File: src/hw/rtl/kcl_pkg.sv
// ----------------------------------------------------------------------------
// kcl_pkg
// Types and constants shared by the keyframe color interpolator.
// ----------------------------------------------------------------------------
package kcl_pkg;

    localparam int MAX_KEYS_DEF = 64;
    localparam int POS_W        = 16;
    localparam int FRAME_W      = 32;
    localparam int CHAN_N       = 9;
    localparam int PROD_W       = 24;
    localparam int IN_DATA_W    = 128;
    localparam int OUT_DATA_W   = 72;
    localparam int CFG_IDX_W    = 4;
    localparam int CFG_DATA_W   = 16;

    localparam logic [CFG_IDX_W-1:0] CFG_LOOP_FRAMES = 4'd0;
    localparam logic [CFG_IDX_W-1:0] CFG_KEYS_IN_USE = 4'd1;

    localparam logic OP_LOAD = 1'b0;
    localparam logic OP_EVAL = 1'b1;

    localparam logic [15:0] LOOP_FRAMES_RST = 16'd1;
    localparam logic [6:0]  KEYS_IN_USE_RST = 7'd2;

    // one keyframe: prim is r,g,b,a,lod high to low; env is r,g,b,a
    typedef struct packed {
        logic [POS_W-1:0] pos;
        logic [39:0]      prim;
        logic [31:0]      env;
    } t_key;

    typedef struct packed {
        logic start;
        logic step;
    } t_lane_ctl;

    typedef struct packed {
        logic [15:0] num_mag;
        logic [15:0] span_mag;
        logic        neg;
    } t_lane_op;

endpackage

File: src/hw/rtl/kcl_cell.sv
// ----------------------------------------------------------------------------
// kcl_cell
// One keyframe slot of the key ring; loads directly or takes its neighbor.
// ----------------------------------------------------------------------------
module kcl_cell (
    input  logic          i_clk,
    input  logic          i_we,
    input  kcl_pkg::t_key i_wkey,
    input  logic          i_shift,
    input  kcl_pkg::t_key i_next,
    output kcl_pkg::t_key o_key
);

    kcl_pkg::t_key r_key;
    kcl_pkg::t_key n_key;

    always_comb begin
        n_key = r_key;
        if (i_we) begin
            n_key = i_wkey;
        end else if (i_shift) begin
            n_key = i_next;
        end
    end

    always_ff @(posedge i_clk) begin
        r_key <= n_key;
    end

    assign o_key = r_key;

endmodule

File: config.mk
export PLATFORM = sky130hd
export DESIGN_NAME = kcl_cell
export DESIGN_NICKNAME = d
export VERILOG_FILES = /design/src/hw/rtl/kcl_pkg.sv /design/src/hw/rtl/kcl_cell.sv
export SDC_FILE = /design/constraint.sdc
export NUM_CORES = 1
export LEC_CHECK = 0
export ABC_CLOCK_PERIOD_IN_PS = 3600
export BUFFER_PORTS_ARGS = -buffer_cell sky130_fd_sc_hd__buf_2
export CORE_MARGIN = 5
export CORE_UTILIZATION = 41
export DETAILED_ROUTE_END_ITERATION = 10
export HOLD_SLACK_MARGIN = 0.06
export PLACE_DENSITY = 0.81
export SLEW_MARGIN = 10
export SYNTH_ARGS = -nofsm -noshare
export SYNTH_HDL_FRONTEND = slang
export SYNTH_SLANG_ARGS = --single-unit
File: constraint.sdc
create_clock -name i_clk -period 3.6 [get_ports i_clk]
set_input_delay 0.36 -clock i_clk [delete_from_list [all_inputs] [get_ports i_clk]]
set_output_delay 0.36 -clock i_clk [all_outputs]
set_load 0.01 [all_outputs]
==> results of run 1 <==
path summary, 6_finish.rpt:
kind,from,end,slack (ns)
worst min-delay path,i_next[21],o_key[21],0.31
worst max-delay path,i_we,o_key[33],1.70
through the flow:
stage	total power [mW]	cells	hold WS, ns
6_report	2.34	568	0.309
5_1_grt	2.46	568	0.285
2_1_floorplan	1.50	187	0.577
4_1_cts	2.37	568	0.291
3_5_place_dp	1.72	552	0.664
3_3_place_gp	1.71	552	0.661
final cells by class:
type / instances / share of cell area (%)
Multi-Input combinational cell: 89 / 19.3
Timing Repair Buffer: 267 / 25.1
Sequential cell: 88 / 49.5
Tap cell: 108 / 2.53
Clock inverter: 5 / 1.08
Clock buffer: 11 / 2.46
power by group through the flow:
| stage | logic, mW | registers (mW) | clock network (mW) |
|---|---|---|---|
| floorplan | 0.120 | 1.38 | 0 |
| global placement | 0.403 | 1.30 | 0 |
| detailed placement | 0.412 | 1.31 | 0 |
| CTS | 0.414 | 1.29 | 0.672 |
| global route | 0.438 | 1.30 | 0.721 |
| finish | 0.406 | 1.28 | 0.654 |
logic make-up after synthesis:
logic type / after synthesis / synth area share, %
muxes: 88 / 27.4
DFF: 88 / 70.6
and+or+nand+nor: 1 / 0.167
buffers and inverters: 10 / 1.84
layer usage:
layer	global-route usage [%]	up-vias	part of all wire, %
met4	6.94	0	2.5
met3	6.23	21	11
met5	0	-	0
met2	31.7	167	53
li1	-	1274	-
met1	17.3	1223	34
cells in the final DEF, fill, tap and decap left out:
cell	synthesis	final
buf_2	7	265
buf_4	0	2
bufinv_16	0	1
clkbuf_1	0	2
clkbuf_8	0	9
clkinv_2	0	1
clkinvlp_4	0	3
edfxtp_1	88	88
mux2_2	79	79
mux2_4	9	9
or2_4	0	1
==> impl_metrics.toml, run 1 <==
[cts]
ctsHoldBuffers = 0
ctsResizeCount = 0
htree_levels = 3
post_cts_buffers = 0
clockBufferDepth = 2
cts_sinks = 88
clkTransAtPathRegs_ns = 0.09
cts_root_buf = "clkbuf_8"
cts_tree = "done"
numCtsBuffers = 9

[route]
drc = 0
firstDrtPassIters = 4
wl_per_cell_um = 17.3
antenna_left = 0
drt-vias-per-instance = 4.73
vias = 2685
wl_um = 9810
drt_iter0_drc = 70

[die]
top_level_ports = 267
fp-row-count = 34
chipWidth_um = 106
die_y_um = 106
initial_core_util_pct = 42.5
die-area_sq_um = 11100
core-area_sq_um = 8810

[grt]
grt_max_degree = 89
grt_pass1_wl_um = 14900
antenna_found_initial = 0
grt_overflow = 0
grt_pass1_vias = 2893
grt.total_usage_pct = 17.1

[timing]
rsz0062_at_grt = "false"
slew_headroom_pct = 20.7
setup_viol = 0
min_period_over_period_pct = 52.8
fin_crit_ns = 1.90
finalSetupTns_ns = 0
fmax_mhz = 526
tightest_slew_ns = 1.19
slew_viol_final = 0
finalHoldViolCount = 0
fin_ws_ns = 1.70

[placed_design]
portBuffers = 266
post-place-ws_ns = 1.35
placed_area_sq_um = 5150
gp_congestion = 0.790
hpwl_um = 7770

[yosys]
synth_common_cells = "edfxtp_1, mux2_2, mux2_4"
yosysMostFrequentCell = "edfxtp_1"
async_flop_share_pct = 0
syn-cell-area_sq_um = 3740
synth_top_area_cell = "edfxtp_1"
synthFlopType = "edfxtp_1"
syn_avg_cell_area_sq_um = 20.0
yosysUniqueCellTypes = 6
synth-edff-count = 88
synthesis.nets = 366
yosysSeqAreaShare_pct = 70.6
synth_warnings = 0
synth_top_area_share_pct = 70.6
yosys-top-cells-area = "edfxtp_1, mux2_2, mux2_4, buf_2, buf_6"
ys_seq_elements = 88
netlist_instances = 187

[setup_path]
crit_cells = 2
crit_arrival_ns = 1.85
cp-end-kind = "register"
worstPathMaxFanout = 88
required_ns = 3.55
worst_setup_path_start_kind = "input pin"
path_cells = "buf_4, or2_4"
cpPeakStageDelay_ns = 0.99
crit_type = "input pin to register"
critPathTopFamily = "simple AND/OR/NAND/NOR gates"
crit_slowest_cell = "or2_4"
cp_num_buf_inv = 1

[layout]
n_fill_cell = 696
largest_reg_flops = 88
area_delta_synth_final_pct = 42.7
multiInputGateArea_sq_um = 1030
nNetsFinal = 634
fin_util_pct = 60.7
regArea_sq_um = 2640
drive_gt1_share_pct = 80.4
fin_area_sq_um = 5340
diodes = 0

[power_and_ir_drop]
p_int_mw = 1.79
max-vdd-ir-drop_mv = 0.206
power_leakage_nw = 2.42
p_seq_share_pct = 54.8
power.switching_mw = 0.551
clkPwrFrac_pct = 27.9
powerDensity_nw_per_um2 = 439
swShare_pct = 23.5
share_comb_of_total_power_pct = 17.3

[worst_hold_path]
whs_path_depth = 2
hp-class = "input pin to register"

[status]
outcome = "completed"

[run]
max_cap_viol_count = 0
No activity file was read; power rests on OpenSTA's default activity.
==> run 2, diff against run 1 <==
ABC_CLOCK_PERIOD_IN_PS = 1540   (was 3600)
CORE_UTILIZATION = 37   (was 41)
PLACE_DENSITY = 0.78   (was 0.81)
clock period = 1.54 ns   (was 3.6 ns; I/O delays follow)
==> impl_metrics.toml, run 2 (synthesis results as in run 1) <==
[setup_path]
startpoint = "o_key[24]"
crit_type = "register to output port"
path_cells = "buf_2"
worst_setup_path_start_kind = "register"
crit_slowest_cell = "edfxtp_1"
cpPeakStageDelay_ns = 0.40
critPathTopFamily = "flip-flops"
worstPathMaxFanout = 1
cp-end-kind = "output port"
cp_num_buf_inv = 1
crit_arrival_ns = 0.91
required_ns = 1.39

[cts]
post_cts_buffers = 0
clkTransAtPathRegs_ns = 0.09
clockBufferDepth = 2
ctsResizeCount = 0
cts_root_buf = "clkbuf_8"
htree_levels = 3
ctsHoldBuffers = 0
numCtsBuffers = 9
cts_tree = "done"
cts_sinks = 88

[grt]
grt_overflow = 0
grt_max_degree = 51
grt.total_usage_pct = 15.4
grt_pass1_vias = 2947
antenna_found_initial = 0
grt_pass1_wl_um = 15000

[power_and_ir_drop]
powerDensity_nw_per_um2 = 998
max-vdd-ir-drop_mv = 0.494
finalPower_mw = 5.43
power_leakage_nw = 2.46

[route]
wl_per_cell_um = 16.7
firstDrtPassIters = 6
vias = 2713
drt_iter0_drc = 100
drc = 0
wl_um = 9920
drt-vias-per-instance = 4.56
antenna_left = 0

[layout]
area_delta_synth_final_pct = 45.3
final_cell_mix = "buf_2, edfxtp_1, mux2_2"
diodes = 0
final_common_cell = "buf_2"
largest_reg_flops = 88
drive_gt1_share_pct = 80.3
fin_util_pct = 55.4
nNetsFinal = 639

[die]
die_y_um = 111
fp-row-count = 36
core-area_sq_um = 9820
top_level_ports = 267
chipWidth_um = 111
die-area_sq_um = 12200
initial_core_util_pct = 38.1

[timing]
slew_headroom_pct = 81.6
fmax_mhz = 944
min_period_over_period_pct = 68.8
tightest_slew_ns = 0.277
finalHoldViolCount = 0
slew_viol_final = 0
rsz0062_at_grt = "false"
fin_crit_ns = 1.06
setup_viol = 0

[worst_hold_path]
hp-class = "input pin to register"
worstHoldStart = "i_next[11]"

[placed_design]
hpwl_um = 7960
portBuffers = 266
gp_congestion = 0.811

[run]
max_cap_viol_count = 0

[status]
outcome = "completed"
==> run 2: final cells by class <==
class	count	area, sq um
Clock inverter	2	33.8
Tap cell	133	166
Clock buffer	11	131
Timing Repair Buffer	272	1430
Fill cell	848	4380
Sequential cell	88	2640
Multi-Input combinational cell	89	1030
==> run 2: metrics by stage <==
stage | hold WS (ns) | instance area (sq um) | TNS, ns | worst slack (ns) | std cells
floorplan | 0.371 | 3760 | -6.68 | -0.0760 | 187
global placement | 0.455 | 5270 | 0 | 0.295 | 582
detailed placement | 0.458 | 5270 | 0 | 0.267 | 582
CTS | 0.0829 | 5440 | 0 | 0.452 | 595
global route | 0.0791 | 5440 | 0 | 0.430 | 595
finish | 0.105 | 5440 | 0 | 0.480 | 595
==> run 2: power breakdown <==
part	switching [mW]	leakage, nW	internal (mW)	total [mW]
Combinational	0.450	1.48	0.522	0.973
Clock	0.729	0.0828	0.721	1.45
Sequential	0.0666	0.897	2.94	3.00
Total	1.25	2.46	4.18	5.43
==> run 2: worst paths after layout <==
check / endpoint / slack (ns) / cells after the start
worst min-delay path: o_key[11] / 0.10 / 2
worst max-delay path: o_key[24] / 0.48 / 1
==> run 2: per-layer routing <==
layer,up-vias,track usage [%],share of wire (%)
met5,-,0,0
met4,0,4.93,1.5
met3,13,6.56,9.3
met2,150,28.0,54
met1,1274,15.9,35
li1,1276,-,-
