## src/hw/rtl/kcl_pkg.sv

```systemverilog
// ----------------------------------------------------------------------------
// kcl_pkg
// Types and constants shared by the keyframe color interpolator.
// ----------------------------------------------------------------------------
package kcl_pkg;

    localparam int MAX_KEYS_DEF = 64;
    localparam int POS_W        = 16;
    localparam int FRAME_W      = 32;
    localparam int CHAN_N       = 9;
    localparam int PROD_W       = 24;
    localparam int IN_DATA_W    = 128;
    localparam int OUT_DATA_W   = 72;
    localparam int CFG_IDX_W    = 4;
    localparam int CFG_DATA_W   = 16;

    localparam logic [CFG_IDX_W-1:0] CFG_LOOP_FRAMES = 4'd0;
    localparam logic [CFG_IDX_W-1:0] CFG_KEYS_IN_USE = 4'd1;

    localparam logic OP_LOAD = 1'b0;
    localparam logic OP_EVAL = 1'b1;

    localparam logic [15:0] LOOP_FRAMES_RST = 16'd1;
    localparam logic [6:0]  KEYS_IN_USE_RST = 7'd2;

    // one keyframe: prim is r,g,b,a,lod high to low; env is r,g,b,a
    typedef struct packed {
        logic [POS_W-1:0] pos;
        logic [39:0]      prim;
        logic [31:0]      env;
    } t_key;

    typedef struct packed {
        logic start;
        logic step;
    } t_lane_ctl;

    typedef struct packed {
        logic [15:0] num_mag;
        logic [15:0] span_mag;
        logic        neg;
    } t_lane_op;

endpackage

```

## src/hw/rtl/kcl_lane.sv

```systemverilog
// ----------------------------------------------------------------------------
// kcl_lane
// One 8-bit channel: |diff|*|num| product, then restoring divide by span.
// ----------------------------------------------------------------------------
module kcl_lane (
    input  logic               i_clk,
    input  kcl_pkg::t_lane_ctl i_ctl,
    input  kcl_pkg::t_lane_op  i_op,
    input  logic [7:0]         i_left,
    input  logic [7:0]         i_right,
    output logic [7:0]         o_val
);

    logic [7:0]                  r_left;
    logic                        r_neg;
    logic [kcl_pkg::PROD_W-1:0]  r_quo;
    logic [15:0]                 r_rem;

    logic [8:0]                  diff;
    logic [7:0]                  diff_mag;
    logic [kcl_pkg::PROD_W-1:0]  prod;
    logic [16:0]                 trial;
    logic                        fits;

    always_comb begin
        diff     = {1'b0, i_right} - {1'b0, i_left};
        diff_mag = diff[8] ? 8'(~diff + 9'd1) : diff[7:0];
        prod     = {16'd0, diff_mag} * {8'd0, i_op.num_mag};
        trial    = {r_rem, r_quo[kcl_pkg::PROD_W-1]};
        fits     = (trial >= {1'b0, i_op.span_mag});
    end

    always_ff @(posedge i_clk) begin
        if (i_ctl.start) begin
            r_left <= i_left;
            r_neg  <= diff[8] ^ i_op.neg;
            r_quo  <= prod;
            r_rem  <= '0;
        end else if (i_ctl.step) begin
            r_rem <= fits ? 16'(trial - {1'b0, i_op.span_mag}) : trial[15:0];
            r_quo <= {r_quo[kcl_pkg::PROD_W-2:0], fits};
        end
    end

    // only the low byte of the quotient survives the wrap
    assign o_val = r_left + (r_neg ? (~r_quo[7:0] + 8'd1) : r_quo[7:0]);

endmodule

```

## config.mk

```make
export PLATFORM = sky130hd
export DESIGN_NAME = kcl_lane
export DESIGN_NICKNAME = d
export VERILOG_FILES = /design/src/hw/rtl/kcl_pkg.sv /design/src/hw/rtl/kcl_lane.sv
export SDC_FILE = /design/constraint.sdc
export NUM_CORES = 1
export LEC_CHECK = 0
export BUFFER_PORTS_ARGS = -buffer_cell sky130_fd_sc_hd__buf_2
export CORE_MARGIN = 2
export CORE_UTILIZATION = 45
export DETAILED_ROUTE_END_ITERATION = 6
export GPL_TIMING_DRIVEN = 1
export HOLD_SLACK_MARGIN = 0.03
export PLACE_DENSITY = 0.72
export SLEW_MARGIN = 20
export SYNTH_ARGS = -nofsm -noshare
export SYNTH_HDL_FRONTEND = slang
export SYNTH_SLANG_ARGS = --single-unit
```

## constraint.sdc

```tcl
create_clock -name i_clk -period 12.86 [get_ports i_clk]
set_input_delay 0 -clock i_clk [delete_from_list [all_inputs] [get_ports i_clk]]
set_output_delay 0 -clock i_clk [all_outputs]
set_load 0.005 [all_outputs]
```

==> results.sh, run 1 <==
export IMPL_hp_class="input port to flip-flop"
export IMPL_cp_cell_sequence="dlygate4sd3_1, buf_2, ha_1, inv_1, fa_1, a211oi_2, nor2_1, xor2_1, a2111o_1, nor3b_2, o21ai_0, fa_1, fa_1, fa_1, fa_1, inv_1, ha_1, and2_1, a221o_1, o2111ai_1, and2_1, nor3_1, o32a_1"
export IMPL_period_needed_ps=7500
export IMPL_grt_overflow=0
export IMPL_r2r_start="r_rem[8]$_SDFFE_PP0P_"
export IMPL_maxSlewViolCount=0
export IMPL_io_pins=60
export IMPL_slowest_stage="nor3b_2"
export IMPL_drtIter0Drc=386
export IMPL_die_area_um2=19000
export IMPL_grt_usage_pct=19.0
export IMPL_final_setup_tns_ps=0
export IMPL_yosysMostFrequentCell="inv_1"
export IMPL_viasPerCell=5.45
export IMPL_insertion_delay_ps=290
export IMPL_max_cap_violations=0
export IMPL_cp_max_fo=16
export IMPL_root_buffer="clkbuf_16"
export IMPL_ys_warn_count=0
export IMPL_worst_hold_slack_ps=171
export IMPL_status="complete, no violations"
export IMPL_drive_gt1_share_pct=11.0
export IMPL_synth_area_leaders="fa_1, edfxtp_1, ha_1, inv_1, dfxtp_1"
export IMPL_nNetsFinal=1184
export IMPL_wl_mm=17.5
export IMPL_reg2reg_setup_slack_ps=10070
export IMPL_postCtsSetupBuffers=0
export IMPL_drc=0
export IMPL_critPathMaxStageDelay_ps=820
export IMPL_ys_seq_area_share_pct=16.2
export IMPL_post_drt_wl_per_cell_um=14.7
export IMPL_dr_pass1_iters=5
export IMPL_post_cts_resized=0
export IMPL_grt_start_max_net_pins=48
export IMPL_ys_ff_latch=49
export IMPL_final_antenna_net_count=0
export IMPL_synthArstFlopShare_pct=0
export IMPL_grt_pass1_wl_mm=29.2
export IMPL_synth_largest_area_cell="fa_1"
export IMPL_startpoint="i_left[0]"
export IMPL_htree_levels=2
export IMPL_hold_start="i_op[17]"
export IMPL_synth_edf_count=33
export IMPL_fin_worst_skew_ps=8.02
export IMPL_worst_setup_path_type="input port to flip-flop"
export IMPL_synth_avg_cell_area_um2=8.80
export IMPL_cts_buffer_depth=2
export IMPL_critPathLaunchType="input port"
export IMPL_cts_sinks=49
export IMPL_cpLargestDelayFamily="adder cells"
export IMPL_cts_tree="built"
export IMPL_max_freq_mhz=133
export IMPL_path_buf_inv=4
export IMPL_setup_viol=0
export IMPL_synth_common_cells="inv_1, fa_1, ha_1, nand2_1"
export IMPL_critical_path_most_common_cell="fa_1"
export IMPL_via_count=6509
export IMPL_port_buffers=59
export IMPL_core_area_um2=17400
export IMPL_required_ps=12900
export IMPL_hpwl_mm=14.1
export IMPL_worstMarginPinSlew_ps=1010
export IMPL_endpoint_kind="flip-flop"
export IMPL_cts_clk_slew_worst_paths_ps=70
export IMPL_rsz0062_at_grt="false"
export IMPL_synth_nets=1133
export IMPL_row_count=48
export IMPL_synthDistinctLibCells=69
export IMPL_syn_area_um2=8070
export IMPL_area_growth_syn_to_layout_pct=9.49
export IMPL_die_h_um=138
export IMPL_die_x_um=138
export IMPL_arrival_ps=7540
export IMPL_grt_pass1_vias=6250
export IMPL_synth_top_flop_cell="edfxtp_1"
export IMPL_cts_buffers=5
export IMPL_syn_inst=917
export IMPL_finalHoldViolCount=0
export IMPL_fin_crit_sh_pct=58.3
export IMPL_relSlewSlack_pct=32.2
export IMPL_initial_utilization_pct=46.4
export IMPL_synth_top_area_share_pct=21.6
export IMPL_globalplace_congestion=0.865
export IMPL_diodes=0
export IMPL_antenna_found_initial=0
==> path summary, 6_finish.rpt <==
kind                       endpoint  cells after the start
min reg2reg  r_rem[15]$_SDFFE_PP0P_                      2
min              r_quo[0]$_DFFE_PP_                      3
max reg2reg   r_rem[7]$_SDFFE_PP0P_                      8
max             r_quo[18]$_DFFE_PP_                     23
==> cells in the final DEF (no fill, tap or decap), types with 19 or more instances in the layout <==
cell type  netlist  routed
inv_1          144     144
fa_1            87      87
ha_1            77      77
nand2_1         74      74
buf_2            5      59
a21oi_1         43      43
nor2_1          43      43
o21ai_0         34      34
edfxtp_1        33      33
nand2b_1        32      32
nor2b_1         31      31
xnor2_1         32      31
and2_1          31      31
o21a_1          22      22
nand3_1         19      19
==> timing repair <==
item                       4_1_cts  5_1_grt
hold buffers                     9        0
setup endpoints to repair        0        0
hold endpoints to repair         9        0
==> worst reg2reg max path, stage by stage (launching register included) <==
cell,delay (ps)
dfxtp_1,340
ha_1,460
nand4_1,190
nor4_1,320
a211oi_1,100
a31oi_1,590
buf_4,270
o311ai_0,160
a311oi_1,280
==> cell families (layout without fill, tap and decap cells) <==
| kind of cell | Yosys count | after routing | synth area share, % |
|---|---|---|---|
| compound gates | 195 | 195 | 17.0 |
| xor+xnor | 40 | 40 | 4.34 |
| fa+ha+maj | 164 | 164 | 33.5 |
| buf+inv | 173 | 225 | 8.31 |
| flops | 49 | 49 | 16.2 |
| mux | 10 | 10 | 1.38 |
| simple gates | 286 | 286 | 19.2 |
==> through the flow <==
step           utilization [%]  area [um2]  setup WS [ps]  std cells
2_1_floorplan                -        8070           6510        917
3_3_place_gp              49.1        8560           5720       1177
3_5_place_dp              49.1        8560           5520       1177
4_1_cts                   50.6        8820           5340       1194
5_1_grt                   50.7        8840           4940       1194
6_report                  50.7        8840           5360       1194
==> metal layers <==
metal	wire (um)	vias up	global-route usage, %
li1	-	3205	-
met1	7980	3141	25.6
met2	8670	147	33.4
met3	711	16	2.45
met4	164	0	2.66
met5	0	-	0
==> flip-flops by register name, indices dropped and copies added (netlist names) <==
name	cells
r_left	8
r_neg	1
r_quo	24
r_rem	16
==> cell type report <==
class | instances | area (um2)
timing repair buffer | 73 | 423
fill | 1637 | 8580
tap | 225 | 282
clock inverter | 3 | 43.8
sequential | 49 | 1310
clock buffer | 5 | 125
multi-input combinational | 695 | 6110
inverter | 144 | 541
Power of run 1 is left out: the tool's default activity adds up to more than one toggle a clock period on the data nets, which glitch-free logic cannot reach.
==> inputs of run 2 (changes only) <==
ABC_AREA = 1   (was not set)
PLACE_DENSITY = 0.74   (was 0.72)
clock period = 6.6 ns   (was 12.86 ns; I/O delays follow)
==> results.sh, run 2 <==
export IMPL_ys_ff_latch=49
export IMPL_layout_commonest_cell="nand2_1"
export IMPL_core_area_um2=18100
export IMPL_synth_avg_cell_area_um2=7.19
export IMPL_utilization_pct=50.2
export IMPL_htree_levels=2
export IMPL_reg_top3="r_quo x24, r_rem x16, r_left x8"
export IMPL_finalHoldViolCount=0
export IMPL_grt_usage_pct=20.8
export IMPL_initial_utilization_pct=46.3
export IMPL_syn_inst=1164
export IMPL_fin_crit_sh_pct=95.5
export IMPL_arrival_ps=6350
export IMPL_hpwl_mm=16.4
export IMPL_post_drt_wl_per_cell_um=13.9
export IMPL_die_h_um=140
export IMPL_postCtsSetupBuffers=0
export IMPL_synth_largest_area_cell="fa_1"
export IMPL_ys_seq_area_share_pct=15.7
export IMPL_status="complete, no violations"
export IMPL_max_freq_mhz=159
export IMPL_grt_start_max_net_pins=35
export IMPL_syn_area_um2=8370
export IMPL_fin_worst_skew_ps=9.52
export IMPL_synth_nets=1380
export IMPL_multi_input_area_um2=6040
export IMPL_mostFrequentLayoutCells="nand2_1, inv_1, nor2_1"
export IMPL_worst_setup_path_type="input port to flip-flop"
export IMPL_via_count=7461
export IMPL_register_area_um2=1310
export IMPL_max_cap_violations=0
export IMPL_wl_mm=20.1
export IMPL_top_register="r_quo"
export IMPL_nNetsFinal=1435
export IMPL_fillers=1777
export IMPL_synth_common_cells="nand2_1, inv_1, nor2_1, fa_1, ha_1"
export IMPL_period_needed_ps=6310
export IMPL_yosysMostFrequentCell="nand2_1"
export IMPL_insertion_delay_ps=290
export IMPL_cp_max_fo=11
export IMPL_drive_gt1_share_pct=10.2
export IMPL_relSlewSlack_pct=38.3
export IMPL_dp_slack_ps=635
export IMPL_cts_sinks=49
export IMPL_row_count=49
export IMPL_drc=0
export IMPL_synth_top_area_share_pct=20.8
export IMPL_cts_buffers=5
export IMPL_die_area_um2=19700
export IMPL_die_x_um=140
export IMPL_final_antenna_net_count=0
export IMPL_setup_slack_ps=295
export IMPL_viasPerCell=5.15
export IMPL_root_buffer="clkbuf_16"
export IMPL_cts_tree="built"
export IMPL_reg2reg_setup_slack_ps=4120
export IMPL_grt_pass1_vias=7254
export IMPL_synth_top_flop_cell="edfxtp_1"
export IMPL_antenna_found_initial=0
export IMPL_dp_cells=1432
export IMPL_ys_warn_count=0
export IMPL_synthDistinctLibCells=37
export IMPL_port_buffers=59
export IMPL_globalplace_congestion=0.948
export IMPL_io_pins=60
export IMPL_dr_pass1_iters=5
export IMPL_worstMarginPinSlew_ps=925
export IMPL_stdcell_count=1449
export IMPL_required_ps=6640
export IMPL_synth_edf_count=33
export IMPL_maxSlewViolCount=0
export IMPL_critPathLaunchType="input port"
export IMPL_grt_overflow=0
export IMPL_grt_pass1_wl_mm=33.8
export IMPL_area_growth_syn_to_layout_pct=8.47
export IMPL_diodes=0
export IMPL_synth_area_leaders="fa_1, nand2_1, edfxtp_1, ha_1, inv_1"
export IMPL_hp_class="input port to flip-flop"
export IMPL_endpoint_kind="flip-flop"
export IMPL_largest_register_ffs=24
export IMPL_setup_viol=0
export IMPL_cts_buffer_depth=2
export IMPL_drtIter0Drc=458
export IMPL_synthArstFlopShare_pct=0
export IMPL_cts_clk_slew_worst_paths_ps=70
[run 2: cell type report]
type / instances / area share, %
Sequential cell: 49 / 14.5
Clock buffer: 5 / 1.38
Timing Repair Buffer: 69 / 4.33
Inverter: 238 / 9.90
Clock inverter: 3 / 0.234
Tap cell: 229 / 3.16
Multi-Input combinational cell: 856 / 66.5
[run 2: cells by family after synthesis]
family | after synthesis | share of synthesized area [%]
and+or+nand+nor | 542 | 28.5
buffers and inverters | 259 | 12.4
adders and majority gates | 164 | 32.3
AOI/OAI and AO/OA | 124 | 8.39
DFF | 49 | 15.7
xor gates and xnor gates | 26 | 2.72
[run 2: critical path: stages]
cell           delay, ps
dlygate4sd3_1        550
buf_2                140
ha_1                 200
inv_1                100
fa_1                 430
inv_1                110
ha_1                 180
inv_1                 50
nor2_1               200
nand2_2              100
nand4_1              110
nand2_2              130
inv_2                240
nor2_1               100
fa_1                 540
inv_1                 50
fa_1                 490
fa_1                 520
fa_1                 570
inv_1                 60
ha_1                 350
a21oi_1              270
o21ai_0              180
nand3b_1             250
or2_2                300
nand3_1               70
nand2_1               60
[run 2: per-layer routing]
metal	global-route usage, %	share of wire, %
met4	6.17	2.3
met5	0	0
met3	1.81	5.0
met1	28.1	46
met2	35.7	47
[run 2: what timing repair did]
item	CTS	global route
hold endpoints to repair	9	0
gates resized for setup	0	2
hold buffers	9	0
setup endpoints to repair	0	2
[run 2: path summary, 6_finish.rpt]
kind                                          endpoint  depth (start not counted)                    from
worst max-delay path               r_quo[12]$_DFFE_PP_                         27               i_left[0]
worst min-delay path             r_rem[0]$_SDFFE_PP0P_                          5                 i_op[1]
worst max register to register  r_rem[11]$_SDFFE_PP0P_                         10  r_rem[13]$_SDFFE_PP0P_
worst min register to register   r_rem[7]$_SDFFE_PP0P_                          2   r_rem[7]$_SDFFE_PP0P_
[run 2: stage by stage]
step | hold WS [ps] | TNS (ps) | area, um2
after detailed placement | 199 | 0 | 8820
after floorplan | 98.9 | 0 | 8370
after global routing | 186 | -10.4 | 9070
after CTS | 132 | 0 | 9060
final | 142 | 0 | 9070
after global placement | 193 | 0 | 8820
Power of run 2 is left out for the same reason.
==> inputs of run 3 (changes only) <==
CORE_UTILIZATION = 25   (was 45)
PLACE_DENSITY = 0.5   (was 0.74)
==> results.sh, run 3 (synthesized netlist as in run 2, its figures left out) <==
export IMPL_fin_crit_sh_pct=93.4
export IMPL_r2r_end="r_rem[12]$_SDFFE_PP0P_"
export IMPL_fin_area_um2=9360
export IMPL_reg2reg_setup_slack_ps=4270
export IMPL_layout_commonest_cell="nand2_1"
export IMPL_period_needed_ps=6160
export IMPL_cts_buffer_depth=2
export IMPL_final_setup_tns_ps=0
export IMPL_setup_slack_ps=438
export IMPL_nNetsFinal=1436
export IMPL_die_x_um=187
export IMPL_endpoint_kind="flip-flop"
export IMPL_row_count=66
export IMPL_reg_top3="r_quo x24, r_rem x16, r_left x8"
export IMPL_wl_mm=22.6
export IMPL_relSlewSlack_pct=36.0
export IMPL_antenna_found_initial=0
export IMPL_status="complete, no violations"
export IMPL_grt_start_max_net_pins=35
export IMPL_maxSlewViolCount=0
export IMPL_arrival_ps=6220
export IMPL_setup_viol=0
export IMPL_grt_usage_pct=13.3
export IMPL_fin_worst_skew_ps=6.85
export IMPL_io_pins=60
export IMPL_startpoint="i_left[0]"
export IMPL_postPlaceCellArea_um2=9100
export IMPL_post_drt_wl_per_cell_um=13.6
export IMPL_drc=0
export IMPL_max_freq_mhz=162
export IMPL_max_cap_violations=0
export IMPL_finalHoldViolCount=0
export IMPL_hp_class="input port to flip-flop"
export IMPL_root_buffer="clkbuf_16"
export IMPL_rsz0062_at_grt="false"
export IMPL_die_h_um=187
export IMPL_mostFrequentLayoutCells="nand2_1, inv_1, nor2_1"
export IMPL_grt_pass1_vias=7410
export IMPL_cp_max_fo=14
export IMPL_cts_buffers=5
export IMPL_fillers=3684
export IMPL_critical_path_most_common_cell="nand2_1"
export IMPL_diodes=0
export IMPL_drive_gt1_share_pct=10.4
export IMPL_initial_utilization_pct=25.5
export IMPL_critPathMaxStageDelay_ps=540
export IMPL_slowest_stage="dlygate4sd3_1"
export IMPL_largest_register_ffs=24
export IMPL_r2r_start="r_rem[13]$_SDFFE_PP0P_"
export IMPL_via_count=7371
export IMPL_cts_clk_slew_worst_paths_ps=70
export IMPL_dp_slack_ps=531
export IMPL_cts_sinks=49
export IMPL_globalplace_congestion=0.927
export IMPL_hold_start="i_op[0]"
export IMPL_hpwl_mm=18.7
export IMPL_viasPerCell=4.43
export IMPL_grt_pass1_wl_mm=38.0
export IMPL_die_area_um2=34900
export IMPL_port_buffers=59
export IMPL_worst_hold_slack_ps=28.5
export IMPL_grt_overflow=0
export IMPL_final_antenna_net_count=0
export IMPL_insertion_delay_ps=300
export IMPL_area_growth_syn_to_layout_pct=11.9
export IMPL_reg2regPathDepth=11
export IMPL_required_ps=6650
export IMPL_critPathLaunchType="input port"
export IMPL_htree_levels=2
export IMPL_dr_pass1_iters=7
export IMPL_worstMarginPinSlew_ps=959
export IMPL_crit_path_end="r_quo[14]$_DFFE_PP_"
export IMPL_top_register="r_quo"
export IMPL_cts_tree="built"
export IMPL_core_area_um2=32800
export IMPL_worst_setup_path_type="input port to flip-flop"
export IMPL_drtIter0Drc=408
## run 3: cell types whose count changed in the layout (fill, tap and decap cells not counted), sizes merged
cell and delta:
inv -1, dlygate4sd3 -1, clkinvlp +1, bufinv +1, clkinv -1, buf +2
## run 3: metal layers
metal | GRT usage [%] | up-vias | share of wire [%]
li1 | - | 3730 | -
met1 | 18.8 | 3494 | 49
met2 | 21.9 | 131 | 46
met3 | 1.31 | 16 | 3.5
met4 | 2.63 | 0 | 1.4
met5 | 0 | - | 0
## run 3: timing repair
| action | CTS | global route |
|---|---|---|
| resized for setup | 0 | 3 |
| hold buffers | 8 | 0 |
| setup endpoints to repair | 0 | 4 |
| buffers inserted | 0 | 0 |
| endpoints found under the hold margin | 8 | 0 |
## run 3: worst max-delay path, delay by kind of cell
| family | cells | cell delay [ps] |
|---|---|---|
| adders and majority gates | 7 | 2990 |
| and+or+nand+nor | 16 | 2050 |
| buffers and inverters | 5 | 910 |
| AOI/OAI and AO/OA | 1 | 220 |
## run 3: final cells by class
class                           count  area (um2)  area share (%)
Multi-Input combinational cell    856        6030            64.5
Inverter                          238         898            9.60
Sequential cell                    49        1310            14.0
Timing Repair Buffer               70         398            4.25
Clock buffer                        5         125            1.34
Tap cell                          442         553            5.91
Clock inverter                      3        41.3           0.441
## run 3: worst min-delay path by stage
stage,to,depth (start not counted)
3_5_place_dp,r_left[2]$_DFFE_PP_,1
4_1_cts,r_neg$_DFFE_PP_,2
2_1_floorplan,r_left[0]$_DFFE_PP_,0
5_1_grt,r_neg$_DFFE_PP_,2
6_report,r_neg$_DFFE_PP_,2
3_3_place_gp,r_left[0]$_DFFE_PP_,1
## run 3: through the flow
stage               std cells  utilization [%]
floorplan                1164                -
global placement         1647             27.8
detailed placement       1647             27.8
CTS                      1663             28.5
global route             1663             28.6
finish                   1663             28.6
Power of run 3 is left out for the same reason.
